[config.mk]
export PLATFORM = sky130hd
export DESIGN_NAME = signed_int_to_decimal_ascii_top_flat
export DESIGN_NICKNAME = d
export VERILOG_FILES = /design/src/design/sdta_pkg.sv /design/src/design/sdta_in_if.sv /design/src/design/sdta_out_if.sv /design/src/design/signed_int_to_decimal_ascii_top.sv /design/src/design/sdta_front.sv /design/src/design/sdta_back.sv /design/src/flat_wrapper.sv
export SDC_FILE = /design/constraint.sdc
export NUM_CORES = 1
export LEC_CHECK = 0
export BUFFER_PORTS_ARGS = -buffer_cell sky130_fd_sc_hd__buf_2
export CAP_MARGIN = 20
export CORE_MARGIN = 2
export CORE_UTILIZATION = 32
export CTS_CLUSTER_DIAMETER = 60
export DETAILED_ROUTE_END_ITERATION = 10
export GPL_ROUTABILITY_DRIVEN = 0
export PLACE_DENSITY = 0.54
export SETUP_SLACK_MARGIN = 0.1
export SLEW_MARGIN = 20
export SYNTH_ARGS = -nofsm -noshare
export SYNTH_HDL_FRONTEND = slang
export SYNTH_SLANG_ARGS = --single-unit
export TNS_END_PERCENT = 50
[constraint.sdc]
create_clock -name clk -period 13.1 [get_ports clk]
set_input_delay 1.31 -clock clk [delete_from_list [all_inputs] [get_ports clk]]
set_output_delay 1.31 -clock clk [all_outputs]
set_load 0.1 [all_outputs]
[src/design/sdta_pkg.sv]
// ----------------------------------------------------------------------------
// sdta_pkg
// shared types and constants for the signed integer to decimal text block
// ----------------------------------------------------------------------------
package sdta_pkg;

	localparam int MAX_DIGITS    = 20;
	localparam int DIGIT_W       = 4;
	localparam int VALUE_W       = 64;
	localparam int BITS_PER_STEP = 4;
	localparam int CONV_STEPS    = VALUE_W / BITS_PER_STEP;
	localparam int STEP_W        = $clog2(CONV_STEPS);

	localparam logic [7:0] CHR_NUL   = 8'h00;
	localparam logic [7:0] CHR_ZERO  = 8'h30;
	localparam logic [7:0] CHR_MINUS = 8'h2D;

	// one classified item waiting for conversion
	typedef struct packed {
		logic [VALUE_W-1:0] mag;
		logic               neg;
		logic [7:0]         cap;
	} sdta_item_t;

endpackage

[src/design/sdta_in_if.sv]
// ----------------------------------------------------------------------------
// sdta_in_if
// input channel: value and buffer capacity with valid/ready
// ----------------------------------------------------------------------------
interface sdta_in_if;

	logic               valid;
	logic               ready;
	logic signed [63:0] value;
	logic [7:0]         buf_size;

	modport source (output valid, output value, output buf_size, input ready);
	modport sink   (input valid, input value, input buf_size, output ready);

endinterface

[src/design/sdta_out_if.sv]
// ----------------------------------------------------------------------------
// sdta_out_if
// output channel: one text character per item with valid/ready
// ----------------------------------------------------------------------------
interface sdta_out_if;

	logic       valid;
	logic       ready;
	logic [7:0] character;
	logic       char_valid;
	logic [4:0] text_length;
	logic       last;

	modport source (output valid, output character, output char_valid,
		output text_length, output last, input ready);
	modport sink   (input valid, input character, input char_valid,
		input text_length, input last, output ready);

endinterface

[src/design/signed_int_to_decimal_ascii_top.sv]
// ----------------------------------------------------------------------------
// signed_int_to_decimal_ascii_top
// signed 64-bit integer to decimal ascii text, one character per item
// ----------------------------------------------------------------------------
// each item goes through the bcd conversion (4 bits a cycle), then leaves one character
//   a cycle while out_ch.ready allows; the next item is popped only after the terminator
// the input queue keeps taking items while a conversion runs, until it is full
// reset: arst_n clears the queue, the sequencer and the output register
module signed_int_to_decimal_ascii_top import sdta_pkg::*; #(
	parameter int QUEUE_DEPTH = 2
) (
	input  logic       clk,
	input  logic       arst_n,
	sdta_in_if.sink    in_ch,
	sdta_out_if.source out_ch
);

	// handoff between the classifying front end and the converter
	logic       q_valid;
	sdta_item_t q_item;
	logic       pop;

	// front end: sign split, magnitude, small queue
	sdta_front #(
		.DEPTH (QUEUE_DEPTH)
	) u_front (
		.clk     (clk),
		.arst_n  (arst_n),
		.in_ch   (in_ch),
		.q_valid (q_valid),
		.q_item  (q_item),
		.pop     (pop)
	);

	// back end: bcd conversion, trimming to capacity, character stream
	sdta_back u_back (
		.clk     (clk),
		.arst_n  (arst_n),
		.q_valid (q_valid),
		.q_item  (q_item),
		.pop     (pop),
		.out_ch  (out_ch)
	);

endmodule

[src/design/sdta_front.sv]
// ----------------------------------------------------------------------------
// sdta_front
// accepts items, splits sign from magnitude and queues them for the back end
// ----------------------------------------------------------------------------
module sdta_front import sdta_pkg::*; #(
	parameter int DEPTH = 2
) (
	input  logic        clk,
	input  logic        arst_n,
	sdta_in_if.sink     in_ch,
	output logic        q_valid,
	output sdta_item_t  q_item,
	input  logic        pop
);

	localparam int PTR_W = (DEPTH > 1) ? $clog2(DEPTH) : 1;
	localparam int CNT_W = $clog2(DEPTH + 1);

	sdta_item_t         mem_q [DEPTH];
	logic [PTR_W-1:0]   wr_ptr_q;
	logic [PTR_W-1:0]   rd_ptr_q;
	logic [CNT_W-1:0]   cnt_q;
	logic               push;
	logic               neg;
	sdta_item_t         new_item;

	assign in_ch.ready = (cnt_q != CNT_W'(DEPTH));
	assign push        = in_ch.valid && in_ch.ready;
	assign q_valid     = (cnt_q != '0);
	assign q_item      = mem_q[rd_ptr_q];

	// magnitude fits 64 bits unsigned, also for the most negative value
	always_comb begin
		neg          = in_ch.value[VALUE_W-1];
		new_item.neg = neg;
		new_item.mag = neg ? (VALUE_W'(0) - VALUE_W'(in_ch.value)) : VALUE_W'(in_ch.value);
		new_item.cap = in_ch.buf_size;
	end

	always_ff @(posedge clk) begin
		if (push) begin
			mem_q[wr_ptr_q] <= new_item;
		end
	end

	always_ff @(posedge clk or negedge arst_n) begin
		if (!arst_n) begin
			wr_ptr_q <= '0;
			rd_ptr_q <= '0;
			cnt_q    <= '0;
		end else begin
			if (push) begin
				wr_ptr_q <= (wr_ptr_q == PTR_W'(DEPTH - 1)) ? '0 : wr_ptr_q + PTR_W'(1);
			end
			if (pop) begin
				rd_ptr_q <= (rd_ptr_q == PTR_W'(DEPTH - 1)) ? '0 : rd_ptr_q + PTR_W'(1);
			end
			if (push && !pop) begin
				cnt_q <= cnt_q + CNT_W'(1);
			end else if (pop && !push) begin
				cnt_q <= cnt_q - CNT_W'(1);
			end
		end
	end

endmodule

[src/design/sdta_back.sv]
// ----------------------------------------------------------------------------
// sdta_back
// binary to bcd conversion, length trimming and character emission
// ----------------------------------------------------------------------------
module sdta_back import sdta_pkg::*; (
	input  logic        clk,
	input  logic        arst_n,
	input  logic        q_valid,
	input  sdta_item_t  q_item,
	output logic        pop,
	sdta_out_if.source  out_ch
);

	typedef enum logic [1:0] {ST_IDLE, ST_CONV, ST_COUNT, ST_EMIT} state_t;

	state_t                              state_q;
	logic [VALUE_W-1:0]                  bin_q;
	logic [MAX_DIGITS-1:0][DIGIT_W-1:0]  bcd_q;
	logic                                neg_q;
	logic [7:0]                          cap_q;
	logic [STEP_W-1:0]                   step_q;
	logic [4:0]                          len_q;
	logic [4:0]                          rem_q;
	logic                                sign_pend_q;
	logic                                ovalid_q;
	logic [7:0]                          ochar_q;
	logic                                ocv_q;
	logic [4:0]                          olen_q;
	logic                                olast_q;

	logic [MAX_DIGITS*DIGIT_W+VALUE_W-1:0] dab;
	logic [4:0]                          ndig;
	logic [4:0]                          needed;
	logic [4:0]                          out_len;
	logic                                adv;

	// shift-and-add-3, several bits per cycle
	function automatic logic [MAX_DIGITS*DIGIT_W+VALUE_W-1:0] dabble(
		input logic [MAX_DIGITS*DIGIT_W-1:0] b,
		input logic [VALUE_W-1:0]            v
	);
		logic [MAX_DIGITS*DIGIT_W+VALUE_W-1:0] t;
		t = {b, v};
		for (int k = 0; k < BITS_PER_STEP; k++) begin
			for (int d = 0; d < MAX_DIGITS; d++) begin
				if (t[VALUE_W + d*DIGIT_W +: DIGIT_W] >= DIGIT_W'(5)) begin
					t[VALUE_W + d*DIGIT_W +: DIGIT_W] =
						t[VALUE_W + d*DIGIT_W +: DIGIT_W] + DIGIT_W'(3);
				end
			end
			t = t << 1;
		end
		return t;
	endfunction

	assign dab = dabble(bcd_q, bin_q);
	assign pop = (state_q == ST_IDLE) && q_valid;
	assign adv = !ovalid_q || out_ch.ready;

	// digit count, then text length clipped to the buffer
	always_comb begin
		ndig = 5'd1;
		for (int i = 1; i < MAX_DIGITS; i++) begin
			if (bcd_q[i] != '0) begin
				ndig = 5'(i + 1);
			end
		end
		needed = ndig + {4'b0, neg_q};
		if (cap_q == 8'd0) begin
			out_len = 5'd0;
		end else if ({3'b0, needed} >= cap_q) begin
			out_len = 5'(cap_q - 8'd1);
		end else begin
			out_len = needed;
		end
	end

	assign out_ch.valid       = ovalid_q;
	assign out_ch.character   = ochar_q;
	assign out_ch.char_valid  = ocv_q;
	assign out_ch.text_length = olen_q;
	assign out_ch.last        = olast_q;

	always_ff @(posedge clk or negedge arst_n) begin
		if (!arst_n) begin
			state_q     <= ST_IDLE;
			bin_q       <= '0;
			bcd_q       <= '0;
			neg_q       <= 1'b0;
			cap_q       <= '0;
			step_q      <= '0;
			len_q       <= '0;
			rem_q       <= '0;
			sign_pend_q <= 1'b0;
			ovalid_q    <= 1'b0;
			ochar_q     <= CHR_NUL;
			ocv_q       <= 1'b0;
			olen_q      <= '0;
			olast_q     <= 1'b0;
		end else begin
			// outside emission the output register only drains
			if (out_ch.ready && state_q != ST_EMIT) begin
				ovalid_q <= 1'b0;
			end
			case (state_q)
				ST_IDLE: begin
					if (q_valid) begin
						bin_q   <= q_item.mag;
						neg_q   <= q_item.neg;
						cap_q   <= q_item.cap;
						bcd_q   <= '0;
						step_q  <= '0;
						state_q <= ST_CONV;
					end
				end
				ST_CONV: begin
					bcd_q  <= dab[MAX_DIGITS*DIGIT_W+VALUE_W-1:VALUE_W];
					bin_q  <= dab[VALUE_W-1:0];
					step_q <= step_q + STEP_W'(1);
					if (step_q == STEP_W'(CONV_STEPS - 1)) begin
						state_q <= ST_COUNT;
					end
				end
				ST_COUNT: begin
					len_q       <= out_len;
					sign_pend_q <= neg_q && (out_len != 5'd0);
					rem_q       <= out_len - {4'b0, neg_q && (out_len != 5'd0)};
					state_q     <= ST_EMIT;
				end
				ST_EMIT: begin
					if (adv) begin
						ovalid_q <= 1'b1;
						olen_q   <= len_q;
						if (sign_pend_q) begin
							ochar_q     <= CHR_MINUS;
							ocv_q       <= 1'b1;
							olast_q     <= 1'b0;
							sign_pend_q <= 1'b0;
						end else if (rem_q != 5'd0) begin
							ochar_q <= CHR_ZERO + {4'b0, bcd_q[rem_q - 5'd1]};
							ocv_q   <= 1'b1;
							olast_q <= 1'b0;
							rem_q   <= rem_q - 5'd1;
						end else begin
							ochar_q <= CHR_NUL;
							ocv_q   <= (cap_q != 8'd0);
							olast_q <= 1'b1;
							state_q <= ST_IDLE;
						end
					end
				end
				default: begin
					state_q <= ST_IDLE;
				end
			endcase
		end
	end

`ifndef SYNTHESIS
	a_rem_in_len: assert property (@(posedge clk) disable iff (!arst_n)
		state_q == ST_EMIT |-> rem_q <= len_q)
		else $error("digit count exceeds text length");

	a_nocap_alone: assert property (@(posedge clk) disable iff (!arst_n)
		ovalid_q && !ocv_q |-> olast_q && olen_q == 5'd0)
		else $error("zero capacity result must be last with no text");

	a_conv_exit: assert property (@(posedge clk) disable iff (!arst_n)
		state_q == ST_CONV |=> state_q == ST_CONV || state_q == ST_COUNT)
		else $error("conversion left early");
`endif

endmodule

[src/flat_wrapper.sv]
// flat-port wrapper written by rule: the top's interface ports become plain ports
module signed_int_to_decimal_ascii_top_flat import sdta_pkg::*;
#(
	parameter int QUEUE_DEPTH = 2
)
  (clk, arst_n, in_ch_valid, in_ch_value, in_ch_buf_size, in_ch_ready, out_ch_valid, out_ch_character, out_ch_char_valid, out_ch_text_length, out_ch_last, out_ch_ready);
  sdta_in_if in_ch_i ();
  sdta_out_if out_ch_i ();
  input  logic clk;
  input  logic arst_n;
  input wire logic [$bits(in_ch_i.valid)-1:0] in_ch_valid;
  input wire logic [$bits(in_ch_i.value)-1:0] in_ch_value;
  input wire logic [$bits(in_ch_i.buf_size)-1:0] in_ch_buf_size;
  output wire logic [$bits(in_ch_i.ready)-1:0] in_ch_ready;
  output wire logic [$bits(out_ch_i.valid)-1:0] out_ch_valid;
  output wire logic [$bits(out_ch_i.character)-1:0] out_ch_character;
  output wire logic [$bits(out_ch_i.char_valid)-1:0] out_ch_char_valid;
  output wire logic [$bits(out_ch_i.text_length)-1:0] out_ch_text_length;
  output wire logic [$bits(out_ch_i.last)-1:0] out_ch_last;
  input wire logic [$bits(out_ch_i.ready)-1:0] out_ch_ready;
  assign in_ch_i.valid = in_ch_valid;
  assign in_ch_i.value = in_ch_value;
  assign in_ch_i.buf_size = in_ch_buf_size;
  assign in_ch_ready = in_ch_i.ready;
  assign out_ch_valid = out_ch_i.valid;
  assign out_ch_character = out_ch_i.character;
  assign out_ch_char_valid = out_ch_i.char_valid;
  assign out_ch_text_length = out_ch_i.text_length;
  assign out_ch_last = out_ch_i.last;
  assign out_ch_i.ready = out_ch_ready;
  signed_int_to_decimal_ascii_top #(.QUEUE_DEPTH(QUEUE_DEPTH)) u_core (.clk(clk), .arst_n(arst_n), .in_ch(in_ch_i), .out_ch(out_ch_i));
endmodule
**Yosys cells after proc, flatten, opt, wreduce, memory -nomap -nowiden**

Memory sizes are Yosys's and may differ from the RTL's.
Cells that the tools add are included.

- Memories kept: 1
- Flip-flop bits (word level): 190
- Input port bits: 76
- Bits in writable memories: 146

- Muxes and demuxes: 137
- Add/subtract/negate cells: 91
- Equal/unequal tests: 12
- $lt $le $gt $ge: 82
- Reductions and logical operators: 44

Memory list:

| name | words | bits a word | read ports | clocked after memory_dff | write ports | RTL line | RTL |
|---|---|---|---|---|---|---|---|
| u_core.u_front.mem_q | 2 | 73 | 1 | 0 | 1 | sdta_front.sv:19 | `sdta_item_t mem_q [DEPTH];` |

Operator list:

| cell | number |
|---|---|
| $ge 4x3->1 const B | 80 |
| $mux 4 | 78 |
| $add 4x2->4 const B | 76 |
| $pmux 80 s2 | 1 |
| $mux 64 | 2 |
| $pmux 64 s2 | 1 |
| $mux 5 | 23 |
| $mux 80 | 1 |
| $reduce_bool 4->1 | 19 |
| $sub 1x64->64 const A | 1 |
| $bmux 4 s5 | 1 |
| $mux 2 | 8 |
| $ne 2x2->1 const B | 8 |
| $mux 7 | 2 |
| $add 3x2->3 const B | 4 |
| $mux 1 | 12 |
| $mux 3 | 4 |
| $pmux 5 s2 | 1 |
| $reduce_bool 5->1 | 2 |
| $sub 5x1->5 const B | 2 |
| $ge 5x8->1 | 1 |
| $logic_not 8->1 | 1 |
| $pmux 2 s4 | 1 |
| $pmux 4 s2 | 1 |
| other kinds (21) | 36 |

**Depth between registers and ports, before layout**

Gate-level depths: netlist (run 1).

- Depth in word-level cells: 28
- Gate-level depth with buffers: 28
- Mapped depth without buffers: 28

**Modules after synthesis**

Synthesis (run 1) repeated with hierarchy kept, for this count alone.

- Cell total of the unflattened synthesis: 2597
- Area, all modules: 24948.9 um2

By module, submodules not included:

| module | area an instance (um2) | times used | cells an instance | sequential area each (um2) |
|---|---|---|---|---|
| sdta_back | 18006.0 | 1 | 2155 | 4604.4 |
| sdta_front | 6942.9 | 1 | 442 | 4484.3 |

**Least setup slack after synthesis (run 1)**

OpenSTA, ideal clock, no wires.

- Kind: register -> register
- From: register u_core.u_back.bcd_q[4] in the netlist's numbering
- To: register u_core.u_back.rem_q[4]
- Clock period less this slack: 5.114 ns
- Stages on the path, launching flop included: 26
- Library setup time: 0.120 ns
- Required time: 12.980 ns
- Path slack: 7.986 ns
- Arrival time: 4.994 ns
- Buffers on the path: 0
- Cells stage by stage: dfrtp_1 inv_1 ha_1 nor3b_1 o41ai_1 a21oi_1 o21bai_1 a31oi_1 o21ai_0 a21boi_0 o21ai_0 a31oi_1 ha_1 ha_1 ha_1 a21o_1 a21oi_1 o31ai_2 mux2i_1 nor2_1 o41a_1 ha_1 ha_1 nor3b_1 or3_1 and3_1

- Word-level cells in the longest chain between the ends: 28

Ends and longest elaborated chain:

| what | RTL line | RTL |
|---|---|---|
| start, declared | sdta_back.sv:18 | `logic [MAX_DIGITS-1:0][DIGIT_W-1:0] bcd_q;` |
| start signal, assigned | sdta_back.sv:117 | `bcd_q <= dab[MAX_DIGITS*DIGIT_W+VALUE_W-1:VALUE_W];` |
| $reduce_bool 4->1 * | sdta_back.sv:64 | `if (bcd_q[i] != '0) begin` |
| $mux 2 * | sdta_back.sv:64 |  |
| $mux 5 * (18 in series) | sdta_back.sv:64 |  |
| $add 5x1->5 * | sdta_back.sv:68 | `needed = ndig + {4'b0, neg_q};` |
| $ge 5x8->1 | sdta_back.sv:71 | `end else if ({3'b0, needed} >= cap_q) begin` |
| $mux 5 * | sdta_back.sv:71 |  |
| $mux 5 * | sdta_back.sv:69 | `if (cap_q == 8'd0) begin` |
| $reduce_bool 5->1 | sdta_back.sv:127 | `rem_q <= out_len - {4'b0, neg_q && (out_len != 5'd0)};` |
| $logic_and 1x1->1 | sdta_back.sv:127 |  |
| $sub 5x1->5 * | sdta_back.sv:127 |  |
| $pmux 5 s2 * | sdta_back.sv:105 | `case (state_q)` |
| end signal, assigned | sdta_back.sv:127 |  |
| end signal, assigned | sdta_back.sv:143 | `rem_q <= rem_q - 5'd1;` |
| end, declared | sdta_back.sv:23 | `logic [4:0] rem_q;` |

Mark *: on every way between the ends. The rest lies on a longest branch, timed or not.
A chain may end at the register's enable or synchronous reset.

**Final worst setup path (run 1)**

- From: register u_core.u_back.bcd_q[12] in the netlist's numbering
- To: register u_core.u_back.rem_q[4]

- Word-level cells in the longest chain between the ends: 26

Ends and longest elaborated chain:

| what | RTL line |
|---|---|
| $reduce_bool 4->1 * | sdta_back.sv:64 |
| $mux 5 * (17 in series) | sdta_back.sv:64 |
| $add 5x1->5 * | sdta_back.sv:68 |
| $ge 5x8->1 | sdta_back.sv:71 |
| $mux 5 * | sdta_back.sv:71 |
| $mux 5 * | sdta_back.sv:69 |
| $reduce_bool 5->1 | sdta_back.sv:127 |
| $logic_and 1x1->1 | sdta_back.sv:127 |
| $sub 5x1->5 * | sdta_back.sv:127 |
| $pmux 5 s2 * | sdta_back.sv:105 |

Marked as above.

==> results of run 1 <==
## registers in the layout (all words and copies together) (netlist names)
signal,flops
u_core.u_back.cap_q,8
u_core.u_front.wr_ptr_q,1
u_core.u_back.out_ch.character,6
u_core.u_back.sign_pend_q,1
u_core.u_back.out_ch.char_valid,1
u_core.u_front.rd_ptr_q,1
u_core.u_back.state_q,2
u_core.u_back.rem_q,5
u_core.u_back.out_ch.text_length,5
u_core.u_back.step_q,4
u_core.u_back.neg_q,1
u_core.u_back.out_ch.valid,1
u_core.u_back.out_ch.last,1
u_core.u_front.mem_q,146
u_core.u_back.bcd_q,80
u_core.u_back.len_q,5
u_core.u_front.cnt_q,2
u_core.u_back.bin_q,64
## Yosys cell counts, types with 20 or more instances
cell and number:
clkbuf_1 65, a21oi_1 132, nand2_1 300, and2_1 22, o31ai_1 36, nor2b_1 38
nor3_1 46, xnor2_1 119, a21o_1 25, nor2_1 179, edfxtp_1 146, mux2i_1 192
dfrtp_1 188, a31oi_1 22, o21ai_1 61, o21ai_0 193, ha_1 188, nor3b_1 25
inv_1 203, nand2b_1 51, buf_2 32, mux4_2 20
## per-stage QoR
step	hold WS (ns)	instance area (um2)	cells	util (%)	worst slack [ns]
floorplan	0.435	24500	2643	-	7.99
global placement	0.451	25800	3611	34.0	7.34
detailed placement	0.458	25800	3611	34.0	7.19
CTS	0.471	27200	3687	35.9	7.15
global route	0.498	27200	3689	35.9	6.53
finish	0.470	27200	3689	35.9	7.09
## how the worst min path moves through the flow
stage	cells after the start	end	slack, ns
after floorplan	2	u_core.u_back.out_ch.text_length[0]	0.43
final	2	u_core.u_back.out_ch.last	0.47
after global placement	2	u_core.u_back.out_ch.character[2]	0.45
after detailed placement	2	u_core.u_back.out_ch.character[2]	0.46
after CTS	2	u_core.u_back.out_ch.character[2]	0.47
after global routing	2	u_core.u_back.out_ch.character[2]	0.50
## worst max-delay path, delay by kind of cell (launching register included)
| family | cells | cell delay [ns] |
|---|---|---|
| multiplexers | 1 | 0.26 |
| flip-flops | 1 | 0.46 |
| AO/OA/AOI/OAI | 12 | 2.60 |
| adder cells (fa/ha/maj) | 6 | 1.36 |
| buffers and inverters | 1 | 0.12 |
| AND/OR/NAND/NOR | 5 | 1.12 |
## cell families (layout without fill, tap and decap cells)
| family | after synthesis | in the layout | synth area share [%] |
|---|---|---|---|
| AND/OR/NAND/NOR | 778 | 778 | 15.8 |
| AO/OA/AOI/OAI | 656 | 656 | 16.9 |
| flip-flops | 334 | 334 | 37.1 |
| buffers and inverters | 318 | 385 | 5.20 |
| multiplexers | 230 | 230 | 10.5 |
| adder cells (fa/ha/maj) | 188 | 188 | 9.60 |
| XOR/XNOR | 137 | 137 | 4.90 |
| other | 1 | 3 | 0.0153 |
## area by class of cell
| cell class | count | share of cell area [%] |
|---|---|---|
| diodes | 1 | 0.00919 |
| clock buffers | 57 | 4.25 |
| clock inverters | 19 | 0.855 |
| inverters | 206 | 2.84 |
| multi-input cells | 1991 | 52.1 |
| flip-flops and latches | 334 | 33.4 |
| well taps | 978 | 4.49 |
| repair buffers | 103 | 2.09 |
## routing by layer
metal	GRT usage, %	share of wire (%)	up-vias
met5	0	0.21	-
met4	3.19	1.7	22
met3	2.76	4.4	92
met2	26.4	49	306
met1	18.7	44	9118
li1	-	-	9427
==> results.toml, run 1 <==
[clocking]
cts_hold_buf = 0
cts_buffers = 41
h-tree-depth = 2
root_buffer = "clkbuf_16"
cts.sinks = 334
clock_latency_ns = 0.58
clkTransAtPathRegs_ns = 0.06
postCtsSetupBuffers = 0
clockBufferDepth = 3
cts_tree = "done"
cts_resized = 0

[finish]
seq_area_um2 = 9090
multi_input_area_um2 = 14200
mostFrequentLayoutCell = "nand2_1"
final_layout_size_suffix_gt1_share_pct = 9.82
syn_to_final_growth_pct = 11.2
fill_cells = 7651
final_cell_mix = "nand2_1 (299), inv_1 (203), mux2i_1 (192), o21ai_0 (191), dfrtp_1 (187)"
fin_nets = 2941

[synth]
syn_area_um2 = 24500
ys.warnings.count = 0
seq_area_frac_synth_pct = 37.1
ys.flop_type = "dfrtp_1"
synth_top_cell_area_share_pct = 19.2
yosysUniqueCellTypes = 96
yosys.area.top_type = "dfrtp_1"
synth_cells = 2642
ys_async_sr_fraction_pct = 56.3
synth_edf_count = 146
synthTopCellsByArea = "dfrtp_1 (19%), edfxtp_1 (18%), ha_1 (9.6%)"
synth_seq_cells = 334
avgSynthCellArea_um2 = 9.27

[detailed_routing]
wl_um = 58800
first_iter_violations = 1235
wl_per_cell_um = 15.9
detail-route-antenna-nets = 0
vias = 19000
drc_errors = 0
drt-pass1-iter-count = 7
post_drt_via_cell_ratio = 5.14

[die]
io_pins = 93
rows = 101
die_area_um2 = 78800
chipWidth_um = 281
coreArea_um2 = 75800
start_util_pct = 32.3
die_h_um = 281

[sta]
slew_headroom_pct = 27.2
setup_viol = 0
tightest_slew_ns = 1.09
finalCritPeriodShare_pct = 45.8
max_freq_mhz = 167
rsz0062_at_grt = "false"
period_needed_ns = 6.01
clock_skew_ns = 0.0287
hold_viol_final = 0
maxSlewViolCount = 0
tns_ns = 0

[critical_path]
rr_worst_depth = 25
max_stage_delay_ns = 0.62
cp-endpoint = "u_core.u_back.rem_q[4]"
crit_arrival_ns = 6.47
critPathMaxFanout = 10
startpoint_type = "flip-flop"
cp_slowest_cell = "o31ai_2"
r2r_start = "u_core.u_back.bcd_q[12]"
worst_r2r_endpoint = "u_core.u_back.rem_q[4]"
r2r_setup_slack_ns = 7.09
worst_setup_path_end_kind = "flip-flop"
crit_start = "u_core.u_back.bcd_q[12]"
cp_common_cell = "ha_1"
required_ns = 13.56
worstSetupPathType = "reg2reg"

[flow_run]
cap_viol_max_count = 0

[placed_design]
place_hpwl_um = 43000
io_buffer_count = 90

[grt]
antenna_found_initial = 12
grt_usage_pct = 14.9
grt_pass1_vias = 18800
grt_pass1_wl_um = 96700
grt_max_degree = 93
grt-ovfl-total = 0

[worst_hold_path]
hold_start = "u_core.u_back.out_ch.last"
hp-class = "reg2reg"

[run_status]
status = "finished, final reports clean"
Power of run 1 is left out: the tool's default activity adds up to more than one toggle a clock period on the data nets, which glitch-free logic cannot reach.
==> run 2: changes to the inputs <==
ABC_AREA = 1   (was unset)
clock period = 5.8 ns   (was 13.1 ns; I/O delays follow)
==> results.toml, run 2 <==
[detailed_routing]
detail-route-antenna-nets = 0
vias = 20900
met3_wirelength_um = 1720
wl_per_cell_um = 13.6
first_iter_violations = 1024
wl_um = 61100
wl_met2_um = 28600
drt-pass1-iter-count = 5
drc_errors = 0
drt-met1-wl_um = 29600
post_drt_via_cell_ratio = 4.66
topRoutingLayerUsed = "met4"

[placed_design]
place_hpwl_um = 44100
place_worst_setup_slack_ns = 0.673
io_buffer_count = 90

[clocking]
h-tree-depth = 2
cts_tree = "done"
clock_latency_ns = 0.58
clkTransAtPathRegs_ns = 0.05
cts.sinks = 334
cts_hold_buf = 0
root_buffer = "clkbuf_16"
clockBufferDepth = 3
postCtsSetupBuffers = 0
cts_buffers = 44

[finish]
final_cell_mix = "nand2_1 (828), inv_1 (438), nor2_1 (225), a21oi_1 (225), o21ai_0 (197)"
largest_register = "u_core.u_front.mem_q"
largest_reg_flops = 146
final_layout_size_suffix_gt1_share_pct = 13.3
n_antenna_cell = 0
mostFrequentLayoutCell = "nand2_1"
reg.largest.list = "u_core.u_front.mem_q (146), u_core.u_back.bcd_q (80), u_core.u_back.bin_q (64)"
fin_nets = 3668
syn_to_final_growth_pct = 12.8
fill_cells = 8249

[synth]
seq_area_frac_synth_pct = 36.2
ys.flop_type = "dfrtp_1"
synth_seq_cells = 334
synthTopCellsByArea = "dfrtp_1 (19%), edfxtp_1 (17%), nand2_1 (12%)"
yosys.area.top_type = "dfrtp_1"
synth_edf_count = 146
synth_most_common_cell = "nand2_1"
synth_cells = 3333
ys.warnings.count = 0
synth_top_cell_area_share_pct = 18.8
syn_area_um2 = 25100
avgSynthCellArea_um2 = 7.53
yosysUniqueCellTypes = 59
ys_async_sr_fraction_pct = 56.3
synth_common_cells = "nand2_1 (828), inv_1 (439), nor2_1 (228)"

[sta]
clock_skew_ns = 0.0211
tns_ns = 0
setup_viol = 0
rsz0062_at_grt = "false"
maxSlewViolCount = 0
max_freq_mhz = 199
period_needed_ns = 5.03
finalCritPeriodShare_pct = 86.6
tightest_slew_ns = 0.996
hold_viol_final = 0
fin_ws_ns = 0.774
slew_headroom_pct = 33.6

[critical_path]
cp_common_cell = "nand2_1"
r2r_setup_slack_ns = 0.77
r2r_start = "u_core.u_back.bcd_q[8]"
worst_r2r_endpoint = "u_core.u_back.rem_q[2]"
rr_worst_depth = 42
startpoint_type = "flip-flop"
path_depth = 42
critPathMaxFanout = 8
crit_arrival_ns = 5.47
worstSetupPathType = "reg2reg"
path_buf_inv = 4
max_stage_delay_ns = 0.42
path_delay_family = "simple AND/OR/NAND/NOR gates"
worst_setup_path_end_kind = "flip-flop"
required_ns = 6.25
cp_slowest_cell = "dfrtp_1"

[die]
chipWidth_um = 284
io_pins = 93
die_h_um = 284
rows = 102
start_util_pct = 32.3
coreArea_um2 = 77600
die_area_um2 = 80700

[grt]
grt_max_degree = 106
grt-ovfl-total = 0
antenna_found_initial = 0
grt_usage_pct = 15.1
grt_pass1_vias = 20100
grt_pass1_wl_um = 102000

[flow_run]
cap_viol_max_count = 0

[run_status]
status = "finished, final reports clean"

[worst_hold_path]
hp-class = "in2async"
## run 2: worst reg2reg max path, delay by kind of cell, from the launching register on
family          cells  cell delay, ns
fa+ha+maj           6            1.25
compound gates      8            1.07
flops               1            0.42
buf+inv             4            0.29
simple gates       24            1.87
## run 2: worst max-delay path by stage
stage | start | end | slack, ns
3_3_place_gp | u_core.u_back.bcd_q[9] | u_core.u_back.rem_q[2] | 0.71
4_1_cts | u_core.u_back.bcd_q[9] | u_core.u_back.rem_q[2] | 0.67
2_1_floorplan | u_core.u_front.cnt_q[0] | u_core.u_front.mem_q[1][0] | 0.87
5_1_grt | u_core.u_back.bcd_q[8] | u_core.u_back.rem_q[2] | 0.11
6_report | u_core.u_back.bcd_q[8] | u_core.u_back.rem_q[2] | 0.77
3_5_place_dp | u_core.u_back.bcd_q[9] | u_core.u_back.rem_q[2] | 0.67
## run 2: through the flow
step           utilization (%)  cells  hold slack [ns]  cell area [um2]
2_1_floorplan                -   3334            0.284            25100
3_3_place_gp              34.5   4398            0.464            26700
3_5_place_dp              34.5   4398            0.466            26700
4_1_cts                   36.5   4478            0.103            28300
5_1_grt                   36.5   4478            0.127            28300
6_report                  36.5   4478           0.0669            28300
## run 2: what timing repair did
item	in CTS	in global routing
setup endpoints to repair	0	2
endpoints found under the hold margin	0	0
gates resized for setup	0	3
## run 2: area by class of cell
type                            count  area [um2]  share of cell area (%)
Sequential cell                   334        9090                    32.1
Clock buffer                       54        1180                    4.17
Multi-Input combinational cell   2418       13900                    49.0
Inverter                          496        1870                    6.59
Clock inverter                     26         374                    1.32
Tap cell                         1040        1300                    4.60
Timing Repair Buffer              110         622                    2.20
## run 2: metal layers
layer,GRT usage [%],vias up
li1,-,11000
met5,0,-
met1,20.2,9521
met2,25.9,261
met3,1.87,70
met4,3.72,0
## run 2: logic make-up (layout without fill, tap and decap cells)
logic type	Yosys count	in the layout	synth area share [%]
AOI/OAI and AO/OA	672	672	15.9
xor gates and xnor gates	124	124	5.02
adders and majority gates	188	188	9.38
buffers and inverters	582	686	8.76
DFF	334	334	36.2
muxes	4	4	0.160
other	1	2	0.0149
and+or+nand+nor	1428	1428	24.6
Power of run 2 is left out for the same reason.
